[config.mk]
export PLATFORM = sky130hd
export DESIGN_NAME = decimal_escape_decoder_unit
export DESIGN_NICKNAME = d
export VERILOG_FILES = /design/src/hdl/dee_pkg.sv /design/src/hdl/dee_front.sv /design/src/hdl/dee_queue.sv /design/src/hdl/dee_back.sv /design/src/hdl/decimal_escape_decoder_unit.sv
export SDC_FILE = /design/constraint.sdc
export NUM_CORES = 1
export LEC_CHECK = 0
export ABC_AREA = 1
export BUFFER_PORTS_ARGS = -buffer_cell sky130_fd_sc_hd__buf_2
export CAP_MARGIN = 0
export CORE_MARGIN = 10
export CORE_UTILIZATION = 54
export CTS_BUF_LIST = sky130_fd_sc_hd__clkbuf_8
export CTS_CLUSTER_SIZE = 25
export DETAILED_ROUTE_END_ITERATION = 12
export GPL_TIMING_DRIVEN = 0
export PLACE_DENSITY = 0.78
export SYNTH_ARGS = -nofsm -noshare
export SYNTH_HDL_FRONTEND = slang
export SYNTH_SLANG_ARGS = --single-unit
[constraint.sdc]
create_clock -name i_clk -period 3.8 [get_ports i_clk]
set_clock_uncertainty 0.05 [all_clocks]
set_input_delay 0.57 -clock i_clk [delete_from_list [all_inputs] [get_ports i_clk]]
set_output_delay 0.57 -clock i_clk [all_outputs]
set_load 0.03 [all_outputs]
[src/hdl/dee_pkg.sv]
// Shared types and constants of the decimal escape decoder.
// Used by every module of the block; depends on nothing.
package dee_pkg;

    // Character codes and the radix of escape digits
    localparam logic [7:0] BACKSLASH_CODE = 8'h5C;
    localparam logic [7:0] DIGIT_ZERO     = 8'h30;
    localparam logic [7:0] DIGIT_NINE     = 8'h39;
    localparam logic [3:0] DECIMAL_BASE   = 4'd10;

    // Default depth of the request queue between front and back
    localparam int QUEUE_DEPTH_DEF = 4;

    // Request entering the block
    typedef struct packed {
        logic [7:0] byte_in;
        logic       last_in;
    } t_in_item;

    // Request leaving the block
    typedef struct packed {
        logic [7:0] byte_out;
        logic       last_out;
    } t_out_item;

    // Work for the back end: one or two decoded bytes from one input request
    typedef struct packed {
        logic       pair;
        logic       last;
        logic [7:0] first;
        logic [7:0] second;
    } t_op;

    // Write side of the queue
    typedef struct packed {
        logic push;
        t_op  op;
    } t_push;

endpackage

[src/hdl/dee_front.sv]
// Front end: escape state machine that classifies each accepted byte
// into zero, one or two decoded bytes. Depends on dee_pkg.
module dee_front import dee_pkg::*; (
    input  logic     i_clk,
    input  logic     i_rst_n,
    input  logic     i_accept,
    input  t_in_item i_item,
    output t_push    o_push
);

    typedef enum logic [1:0] {
        PH_PLAIN,
        PH_ESCAPE,
        PH_ONE_DIGIT,
        PH_TWO_DIGITS
    } t_phase;

    t_phase     r_phase, n_phase;
    logic [6:0] r_value, n_value;

    logic       is_digit;
    logic       is_bs;
    logic [7:0] digit;
    logic [9:0] scaled;
    logic [1:0] cnt;
    logic [7:0] res [2];

    // Decode the incoming byte
    assign is_bs    = (i_item.byte_in == BACKSLASH_CODE);
    assign is_digit = (i_item.byte_in >= DIGIT_ZERO) && (i_item.byte_in <= DIGIT_NINE);
    assign digit    = i_item.byte_in - DIGIT_ZERO;
    assign scaled   = 10'(r_value) * 10'(DECIMAL_BASE) + 10'(digit[3:0]);

    // Advance the escape state and collect the bytes this request yields
    always_comb begin
        n_phase = r_phase;
        n_value = r_value;
        cnt     = 2'd0;
        res[0]  = '0;
        res[1]  = '0;
        unique case (r_phase)
            PH_PLAIN: begin
                if (is_bs) begin
                    n_phase = PH_ESCAPE;
                end else begin
                    res[cnt[0]] = i_item.byte_in;
                    cnt = cnt + 2'd1;
                end
            end
            PH_ESCAPE: begin
                if (is_bs) begin
                    res[cnt[0]] = BACKSLASH_CODE;
                    cnt = cnt + 2'd1;
                    n_phase = PH_PLAIN;
                end else if (is_digit) begin
                    n_value = digit[6:0];
                    n_phase = PH_ONE_DIGIT;
                end else begin
                    // Lone backslash gives a zero byte, then the byte itself
                    res[cnt[0]] = '0;
                    cnt = cnt + 2'd1;
                    res[cnt[0]] = i_item.byte_in;
                    cnt = cnt + 2'd1;
                    n_phase = PH_PLAIN;
                end
            end
            PH_ONE_DIGIT, PH_TWO_DIGITS: begin
                if (is_digit && r_phase == PH_ONE_DIGIT) begin
                    n_value = scaled[6:0];
                    n_phase = PH_TWO_DIGITS;
                end else if (is_digit) begin
                    // Third digit closes the escape, value taken modulo 256
                    res[cnt[0]] = scaled[7:0];
                    cnt = cnt + 2'd1;
                    n_value = '0;
                    n_phase = PH_PLAIN;
                end else begin
                    res[cnt[0]] = 8'(r_value);
                    cnt = cnt + 2'd1;
                    n_value = '0;
                    if (is_bs) begin
                        n_phase = PH_ESCAPE;
                    end else begin
                        res[cnt[0]] = i_item.byte_in;
                        cnt = cnt + 2'd1;
                        n_phase = PH_PLAIN;
                    end
                end
            end
            default: begin
                n_phase = PH_PLAIN;
            end
        endcase

        // Flush a pending escape at the end of the string
        if (i_item.last_in) begin
            if (n_phase == PH_ESCAPE) begin
                res[cnt[0]] = '0;
                cnt = cnt + 2'd1;
            end else if (n_phase != PH_PLAIN) begin
                res[cnt[0]] = 8'(n_value);
                cnt = cnt + 2'd1;
            end
            n_phase = PH_PLAIN;
            n_value = '0;
        end
    end

    // Hand the decoded bytes to the queue
    always_comb begin
        o_push.push      = i_accept && (cnt != 2'd0);
        o_push.op.pair   = (cnt == 2'd2);
        o_push.op.last   = i_item.last_in;
        o_push.op.first  = res[0];
        o_push.op.second = res[1];
    end

    // Hold the escape state
    always_ff @(posedge i_clk) begin
        if (!i_rst_n) begin
            r_phase <= PH_PLAIN;
            r_value <= '0;
        end else if (i_accept) begin
            r_phase <= n_phase;
            r_value <= n_value;
        end
    end

    // A string end always leaves the decoder in plain text
    a_last_clears: assert property (@(posedge i_clk) disable iff (!i_rst_n)
        (i_accept && i_item.last_in) |=> (r_phase == PH_PLAIN && r_value == '0))
        else $error("escape state not cleared after last byte");

    // Digit value is only held inside a digit phase
    a_value_idle: assert property (@(posedge i_clk) disable iff (!i_rst_n)
        (r_phase == PH_PLAIN || r_phase == PH_ESCAPE) |-> (r_value == '0))
        else $error("digit value left over outside a digit phase");

endmodule

[src/hdl/dee_queue.sv]
// Short queue of decoded-byte requests between front and back end.
// Depends on dee_pkg for the entry type.
module dee_queue import dee_pkg::*; #(
    parameter int DEPTH = QUEUE_DEPTH_DEF
) (
    input  logic  i_clk,
    input  logic  i_rst_n,
    input  t_push i_push,
    input  logic  i_pop,
    output t_op   o_op,
    output logic  o_empty,
    output logic  o_full
);

    localparam int PTR_W = $clog2(DEPTH);
    localparam int CNT_W = $clog2(DEPTH + 1);

    t_op              r_mem [DEPTH];
    logic [PTR_W-1:0] r_wr_ptr, r_rd_ptr;
    logic [CNT_W-1:0] r_count;
    logic             do_pop;

    assign o_empty = (r_count == '0);
    assign o_full  = (r_count == CNT_W'(DEPTH));
    assign do_pop  = i_pop && !o_empty;
    assign o_op    = r_mem[r_rd_ptr];

    // Store entries
    always_ff @(posedge i_clk) begin
        if (i_push.push) begin
            r_mem[r_wr_ptr] <= i_push.op;
        end
    end

    // Advance pointers and fill count
    always_ff @(posedge i_clk) begin
        if (!i_rst_n) begin
            r_wr_ptr <= '0;
            r_rd_ptr <= '0;
            r_count  <= '0;
        end else begin
            if (i_push.push) begin
                r_wr_ptr <= (r_wr_ptr == PTR_W'(DEPTH - 1)) ? '0 : r_wr_ptr + 1'b1;
            end
            if (do_pop) begin
                r_rd_ptr <= (r_rd_ptr == PTR_W'(DEPTH - 1)) ? '0 : r_rd_ptr + 1'b1;
            end
            if (i_push.push && !do_pop) begin
                r_count <= r_count + 1'b1;
            end else if (!i_push.push && do_pop) begin
                r_count <= r_count - 1'b1;
            end
        end
    end

    a_no_overflow: assert property (@(posedge i_clk) disable iff (!i_rst_n)
        o_full |-> !i_push.push)
        else $error("push into a full queue");

    a_count_bound: assert property (@(posedge i_clk) disable iff (!i_rst_n)
        r_count <= CNT_W'(DEPTH))
        else $error("queue fill count out of range");

    a_count_step: assert property (@(posedge i_clk) disable iff (!i_rst_n)
        (i_push.push && !do_pop) |=> (r_count == $past(r_count) + 1'b1))
        else $error("queue count did not follow a push");

endmodule

[src/hdl/dee_back.sv]
// Back end: drains queued requests into the output register, one decoded byte
// per cycle while the receiver does not stall. Depends on dee_pkg.
module dee_back import dee_pkg::*; (
    input  logic      i_clk,
    input  logic      i_rst_n,
    input  t_op       i_op,
    input  logic      i_empty,
    output logic      o_pop,
    output logic      o_valid,
    input  logic      i_stall,
    output t_out_item o_item
);

    logic      r_valid;
    logic      r_pend;
    t_out_item r_item;
    logic [7:0] r_second;
    logic       r_second_last;
    logic       out_free;

    assign out_free = !r_valid || !i_stall;
    assign o_pop    = out_free && !r_pend && !i_empty;
    assign o_valid  = r_valid;
    assign o_item   = r_item;

    // Advance output control
    always_ff @(posedge i_clk) begin
        if (!i_rst_n) begin
            r_valid <= 1'b0;
            r_pend  <= 1'b0;
        end else if (out_free) begin
            if (r_pend) begin
                r_valid <= 1'b1;
                r_pend  <= 1'b0;
            end else if (!i_empty) begin
                r_valid <= 1'b1;
                r_pend  <= i_op.pair;
            end else begin
                r_valid <= 1'b0;
            end
        end
    end

    // Load the output byte and keep the second one of a pair
    always_ff @(posedge i_clk) begin
        if (out_free) begin
            if (r_pend) begin
                r_item.byte_out <= r_second;
                r_item.last_out <= r_second_last;
            end else if (!i_empty) begin
                r_item.byte_out <= i_op.first;
                r_item.last_out <= i_op.last && !i_op.pair;
                r_second        <= i_op.second;
                r_second_last   <= i_op.last;
            end
        end
    end

    a_pend_has_output: assert property (@(posedge i_clk) disable iff (!i_rst_n)
        r_pend |-> r_valid)
        else $error("second byte pending with no byte on the output");

endmodule

[src/hdl/decimal_escape_decoder_unit.sv]
// Top level of the decimal escape decoder: front end, request queue, back end.
// Depends on dee_pkg, dee_front, dee_queue and dee_back.
//
// Usage:
//   Input channel (i_valid, o_stall, i_item) takes one text byte per request,
//   with last_in set on the final byte of a string. Output channel (o_valid,
//   i_stall, o_item) gives decoded bytes, last_out marking the final one.
//   A backslash and up to three decimal digits yield one byte (value mod 256),
//   a double backslash yields one backslash, a lone backslash yields zero.
//   Each decoded byte is registered in the queue and then in the output
//   register before the receiver can take it.
//   Throughput: one input byte per cycle while the queue has room; the output
//   gives one byte per cycle while i_stall is low; the two bytes of a request
//   leave in turn. Sustained rate is set by the single output register.
//   Requests that yield no byte (backslash, escape digits) take no output slot.
//   When the receiver stalls, the output holds and the queue fills; o_stall
//   rises once QUEUE_DEPTH requests wait, and input is refused until one drains.
//   Reset (synchronous, active low) clears the escape state, empties the queue
//   and drops o_valid; no clearing pass is needed.
module decimal_escape_decoder_unit import dee_pkg::*; #(
    parameter int QUEUE_DEPTH = QUEUE_DEPTH_DEF
) (
    input  logic      i_clk,
    input  logic      i_rst_n,
    input  logic      i_valid,
    output logic      o_stall,
    input  t_in_item  i_item,
    output logic      o_valid,
    input  logic      i_stall,
    output t_out_item o_item
);

    t_push push;
    t_op   head;
    logic  q_empty;
    logic  q_full;
    logic  pop;
    logic  accept;

    // Refuse input while the queue is full
    assign o_stall = q_full;
    assign accept  = i_valid && !q_full;

    dee_front u_front (
        .i_clk    (i_clk),
        .i_rst_n  (i_rst_n),
        .i_accept (accept),
        .i_item   (i_item),
        .o_push   (push)
    );

    dee_queue #(
        .DEPTH (QUEUE_DEPTH)
    ) u_queue (
        .i_clk   (i_clk),
        .i_rst_n (i_rst_n),
        .i_push  (push),
        .i_pop   (pop),
        .o_op    (head),
        .o_empty (q_empty),
        .o_full  (q_full)
    );

    dee_back u_back (
        .i_clk   (i_clk),
        .i_rst_n (i_rst_n),
        .i_op    (head),
        .i_empty (q_empty),
        .o_pop   (pop),
        .o_valid (o_valid),
        .i_stall (i_stall),
        .o_item  (o_item)
    );

endmodule
==> results of run 1 <==
## how the worst max path moves through the flow
| stage | from | endpoint | slack (ns) | cells after the start |
|---|---|---|---|---|
| floorplan | i_item[6] | u_queue.r_mem[0][0] | 0.55 | 10 |
| global placement | i_item[6] | u_queue.r_mem[2][5] | -0.78 | 11 |
| detailed placement | i_item[6] | u_queue.r_mem[1][14] | 0.66 | 12 |
| CTS | u_front.r_phase[0] | u_queue.r_mem[1][17] | 0.73 | 7 |
| global route | u_front.r_phase[0] | u_queue.r_count[2] | 0.48 | 13 |
| finish | u_front.r_phase[0] | u_queue.r_mem[1][17] | 0.72 | 7 |
## layout make-up
type / count / area (sq um)
buffer: 16 / 63.81
clock buffer: 9 / 123.9
clock inverter: 7 / 91.34
fill: 779 / 3506
inverter: 44 / 165.2
multi-input combinational: 355 / 1879
sequential: 110 / 3103
tap: 129 / 161.4
timing repair buffer: 29 / 190.2
## cells by family (layout without fill, tap and decap cells)
| kind of cell | after synthesis | count (layout) |
|---|---|---|
| buf+inv | 60 | 105 |
| xor+xnor | 5 | 5 |
| flops | 110 | 110 |
| fa+ha+maj | 21 | 21 |
| simple gates | 222 | 222 |
| compound gates | 107 | 107 |
## through the flow
step / TNS, ns / power, uW
after floorplan: 0 / 2370
after global placement: -53.94 / 2630
final: 0 / 3401
after detailed placement: 0 / 2697
after CTS: 0 / 3415
after global routing: 0 / 3591
## sequential cells by signal, summed over array words and instances (netlist names), named ones only
name and cells:
u_back.o_item 9, u_back.o_valid 1, u_back.r_pend 1, u_back.r_second 8, u_back.r_second_last 1, u_front.r_phase 2
u_front.r_value 7, u_queue.r_count 3, u_queue.r_mem 72, u_queue.r_rd_ptr 2, u_queue.r_wr_ptr 2
## layer usage
layer	track usage, %	up-vias	part of all wire, %
met3	4.173	23	7.1
met4	7.573	0	2.3
met1	18.59	1850	40
li1	-	1895	-
met5	0	-	0
met2	28.92	154	51
## cell usage in the layout, fill, tap and decap left out, types with 3 or more instances in the layout
cell and n:
fa_1 3, a21oi_1 22, o22ai_1 9, or2_2 3, nand2_1 90, nand3b_1 3, nand3_1 20, inv_1 40
clkbuf_8 9, nand4_1 3, clkinv_1 3, dfxtp_1 20, clkbuf_1 11, xor2_1 3, o21ai_0 53, nor3b_2 4
o211ai_1 5, buf_6 4, a31oi_1 10, buf_2 26, edfxtp_1 90, ha_1 18, nor2_1 93
## report_power, final
group	leakage, uW	total (uW)	switching (uW)	internal, uW
sequential	0.00101	1670	75.0	1600
combinational	0.00120	1000	700	301
clock	0.000105	727	407	320
total	0.00231	3400	1180	2220
## critical path, stage by stage, from the launching register on
cell and delay (ns):
dfxtp_1 0.45, inv_1 0.16, nor2_1 0.47, nand2_1 0.33
nand2_1 0.19, nor2_4 0.09, nor3b_2 0.78, buf_6 0.26
==> results.py, run 1 <==
metrics = {
    "status": {
        "status": "complete, no violations",
    },
    "sta": {
        "whs_ns": 0.4455,
        "period_needed_ns": 3.076,
        "max_freq_ghz": 0.3251,
        "finalHoldViolCount": 0,
        "fin_crit_sh_pct": 80.95,
        "setup_viol": 0,
        "worstMarginPinSlew_ns": 0.9652,
        "setup_slack_ns": 0.7239,
        "relSlewSlack_pct": 35.37,
        "slew_viol_final": 0,
        "grt_setup_unrepaired": "no",
    },
    "layout": {
        "utilization_pct": 62.24,
        "drive_gt1_share_pct": 10.88,
        "area_growth_syn_to_layout_pct": 11.41,
        "final_nets": 599,
        "diodes": 0,
        "fin_area_sq_um": 5778,
        "fin_cells": 699,
    },
    "logic_synthesis": {
        "synthTopCellsByCount": "nor2_1, edfxtp_1, nand2_1",
        "synth_seq_area_share_pct": 59.83,
        "synth_fp_nets": 559,
        "ys_ff_latch": 110,
        "synth_top_area_share_pct": 52.11,
        "synth-xor-area-share_pct": 0.8444,
        "synth-simple-area-share_pct": 17.83,
        "ys_top_cells_by_area": "edfxtp_1, dfxtp_1, nor2_1",
        "synth_cells": 525,
        "synth-edff-count": 90,
        "yosys.area_share.adder_pct": 5.501,
        "ys_warn_count": 0,
        "synth_compound_area_share_pct": 11.58,
        "synth_top_family_by_area": "simple AND/OR/NAND/NOR gates",
        "synth.mux.area_fraction_pct": 0,
        "yosysMostFrequentCell": "nor2_1",
        "synth_top_cell_by_area": "edfxtp_1",
        "async_reset_ff_share_pct": 0,
        "synth.distinct_cells": 34,
        "synth_ff_type": "edfxtp_1",
        "syn_avg_cell_area_sq_um": 9.879,
        "netlist_area_sq_um": 5186,
    },
    "grt": {
        "globalRouteOverflowTotal": 0,
        "grt_pass1_wl_mm": 18.71,
        "first_global_vias": 3880,
        "grt_usage_pct": 16.58,
        "grt_max_degree": 21,
        "grt_antenna_before_repair": 0,
    },
    "power": {
        "power_density_nw_per_um2": 588.6,
        "vdd_drop_max_mv": 0.3283,
        "leakage_uw": 0.002306,
    },
    "cts": {
        "clock-sinks": 110,
        "clk_path_buf_depth": 2,
        "root_buffer": "clkbuf_8",
        "cts_hold_buf": 0,
        "clk_pin_slew_worst_paths_ns": 0.11,
        "cts_setup_buffers": 0,
        "cts-buffers-inserted": 9,
        "htreeDepth": 3,
        "cts-resized-gates": 0,
        "clkLatencyLatePin_ns": 0.36,
        "cts_tree": "built",
    },
    "min_path": {
        "hold_path_end": "u_queue.r_wr_ptr[0]",
        "hp-class": "primary input to flip-flop",
        "min_path_cells": 3,
        "min_from": "i_rst_n",
    },
    "setup_path": {
        "cp_max_fo": 10,
        "rrSetupSlack_ns": 0.72,
        "r2r_cells": 7,
        "crit_required_ns": 3.82,
        "end_kind": "flip-flop",
        "r2r-start": "u_front.r_phase[0]",
        "arrival_ns": 3.09,
        "reg2reg_to": "u_queue.r_mem[1][17]",
        "crit_type": "flip-flop to flip-flop",
        "start_kind": "flip-flop",
    },
    "place": {
        "dp_hpwl_mm": 8.631,
        "io_buffer_count": 23,
        "gp_congestion": 0.9042,
        "placed_area_sq_um": 5563,
        "dpl_worst_slack_ns": 0.6607,
        "placed_cells": 683,
    },
    "floorplan": {
        "die_h_um": 118,
        "dieArea_sq_um": 13920,
        "io_pins": 24,
        "die_w_um": 118,
        "core_sq_um": 9284,
        "rows": 35,
        "start_util_pct": 55.86,
    },
    "drt": {
        "drt_first_pass_iters": 7,
        "num_vias": 3922,
        "finalWirelength_mm": 11.65,
        "drt-initial-drc-count": 362,
        "viasPerCell": 5.611,
        "drc": 0,
        "routedWlPerCell_um": 16.67,
        "ant_nets": 0,
    },
    "job": {
        "cap_violations": 0,
    },
}
Power figures use the tool's default switching activity.
==> run 2, diff against run 1 <==
Clock period 3.8 ns to 3.1 ns, I/O delays scaled along.
==> run 2 against run 1 <==
Compared with the run above: worst setup slack worse by 0.51 ns; register-to-register slack lost 0.51 ns; non-clock buffer count unchanged; clock power up 22%; sequential share of layout area about the same; cell area hardly changed; final cell count did not move; global-route usage stayed put; via count fell by 0.18%; worst hold slack got worse by 0.10 ns; utilization barely moved; clock-buffer cell count unchanged; critical path type unchanged; critical endpoint unchanged.
==> results.py, run 2 (synthesis gave the netlist of run 1 again) <==
metrics = {
    "grt": {
        "grt_pass1_wl_mm": 18.71,
        "grt_usage_pct": 16.58,
        "first_global_vias": 3880,
        "globalRouteOverflowTotal": 0,
        "grt_antenna_before_repair": 0,
        "grt_max_degree": 21,
    },
    "drt": {
        "drt-initial-drc-count": 365,
        "ant_nets": 0,
        "drc": 0,
        "routedWlPerCell_um": 16.66,
        "viasPerCell": 5.601,
        "drt_first_pass_iters": 7,
        "num_vias": 3915,
        "finalWirelength_mm": 11.64,
    },
    "floorplan": {
        "core_sq_um": 9284,
        "io_pins": 24,
        "die_h_um": 118,
        "dieArea_sq_um": 13920,
        "start_util_pct": 55.86,
        "die_w_um": 118,
        "rows": 35,
    },
    "sta": {
        "whs_ns": 0.3414,
        "period_needed_ns": 2.882,
        "fin_setup_tns_ns": 0,
        "max_freq_ghz": 0.3470,
        "grt_setup_unrepaired": "no",
        "finalHoldViolCount": 0,
        "relSlewSlack_pct": 35.86,
        "worstMarginPinSlew_ns": 0.9579,
        "fin_crit_sh_pct": 92.97,
        "slew_viol_final": 0,
        "setup_viol": 0,
    },
    "layout": {
        "largest_reg_flops": 72,
        "diodes": 0,
        "top_register": "u_queue.r_mem",
        "area_growth_syn_to_layout_pct": 11.46,
        "fillers": 778,
        "final_common_cell": "nor2_1",
        "drive_gt1_share_pct": 11.05,
        "final_nets": 599,
        "utilization_pct": 62.26,
        "fin_area_sq_um": 5781,
        "final_cell_mix": "nor2_1, nand2_1, edfxtp_1",
    },
    "cts": {
        "cts_setup_buffers": 0,
        "root_buffer": "clkbuf_8",
        "htreeDepth": 3,
        "clock-sinks": 110,
        "clk_path_buf_depth": 2,
        "cts-buffers-inserted": 9,
        "clk_pin_slew_worst_paths_ns": 0.11,
        "cts_tree": "built",
        "clkLatencyLatePin_ns": 0.36,
    },
    "setup_path": {
        "arrival_ns": 2.90,
        "start_kind": "flip-flop",
        "cp_max_fo": 10,
        "crit_chain": "inv_1, nor2_2, nand2_1, nand2_1, nor2_4, nor3b_2, buf_6",
        "cp_slowest_stage_delay_ns": 0.77,
        "crit_type": "flip-flop to flip-flop",
        "slowest_stage": "nor3b_2",
        "crit_top_cell": "nand2_1",
        "end_kind": "flip-flop",
        "crit_required_ns": 3.12,
        "cpLargestDelayFamily": "simple AND/OR/NAND/NOR gates",
        "path_buf_inv": 2,
    },
    "place": {
        "io_buffer_count": 23,
        "dp_hpwl_mm": 8.631,
        "placed_area_sq_um": 5563,
        "gp_congestion": 0.9042,
    },
    "power": {
        "leakage_uw": 0.002306,
        "power_density_nw_per_um2": 720.8,
        "vdd_drop_max_mv": 0.4037,
    },
    "min_path": {
        "hp-class": "primary input to flip-flop",
    },
    "status": {
        "status": "complete, no violations",
    },
    "job": {
        "cap_violations": 0,
    },
}
run 2: cell counts in the layout (fill, tap and decap cells not counted):
No cell type changed its count.
run 2: area by class of cell:
cell class | count | area [sq um] | share of cell area, %
multi-input cells | 355 | 1882 | 32.55
well taps | 129 | 161.4 | 2.792
inverters | 44 | 165.2 | 2.857
flip-flops and latches | 110 | 3103 | 53.68
repair buffers | 29 | 190.2 | 3.290
clock buffers | 9 | 123.9 | 2.143
plain buffers | 16 | 63.81 | 1.104
clock inverters | 7 | 91.34 | 1.580
run 2: power breakdown:
part / switching [uW] / internal [uW]
Combinational: 857 / 369
Clock: 499 / 392
Sequential: 92.2 / 1960
Total: 1450 / 2720
run 2: per-layer routing:
layer	vias up	part of all wire [%]	track usage [%]
met2	142	51	28.92
met4	0	2.3	7.573
li1	1892	-	-
met5	-	0	0
met3	23	6.6	4.173
met1	1858	40	18.59
run 2: final timing paths:
check | slack (ns) | cells past startpoint | start | end
setup / recovery | 0.22 | 7 | u_front.r_phase[0] | u_queue.r_mem[1][17]
setup reg to reg | 0.22 | 7 | u_front.r_phase[0] | u_queue.r_mem[1][17]
hold reg to reg | 0.45 | 2 | u_queue.r_count[1] | u_queue.r_count[1]
hold / removal | 0.34 | 1 | i_item[0] | u_queue.r_mem[0][16]
run 2: timing repair:
item | in CTS | in global routing
setup endpoints to repair | 0 | 30
hold buffers | 0 | 0
resized for setup | 0 | 1
run 2: per-stage QoR:
stage	worst slack (ns)	std cells	power, uW
after floorplan	-0.04662	525	2905
after global placement	-1.380	677	3224
after detailed placement	0.05974	683	3306
after CTS	0.02621	699	4186
after global routing	0.00007860	699	4402
final	0.2179	699	4167
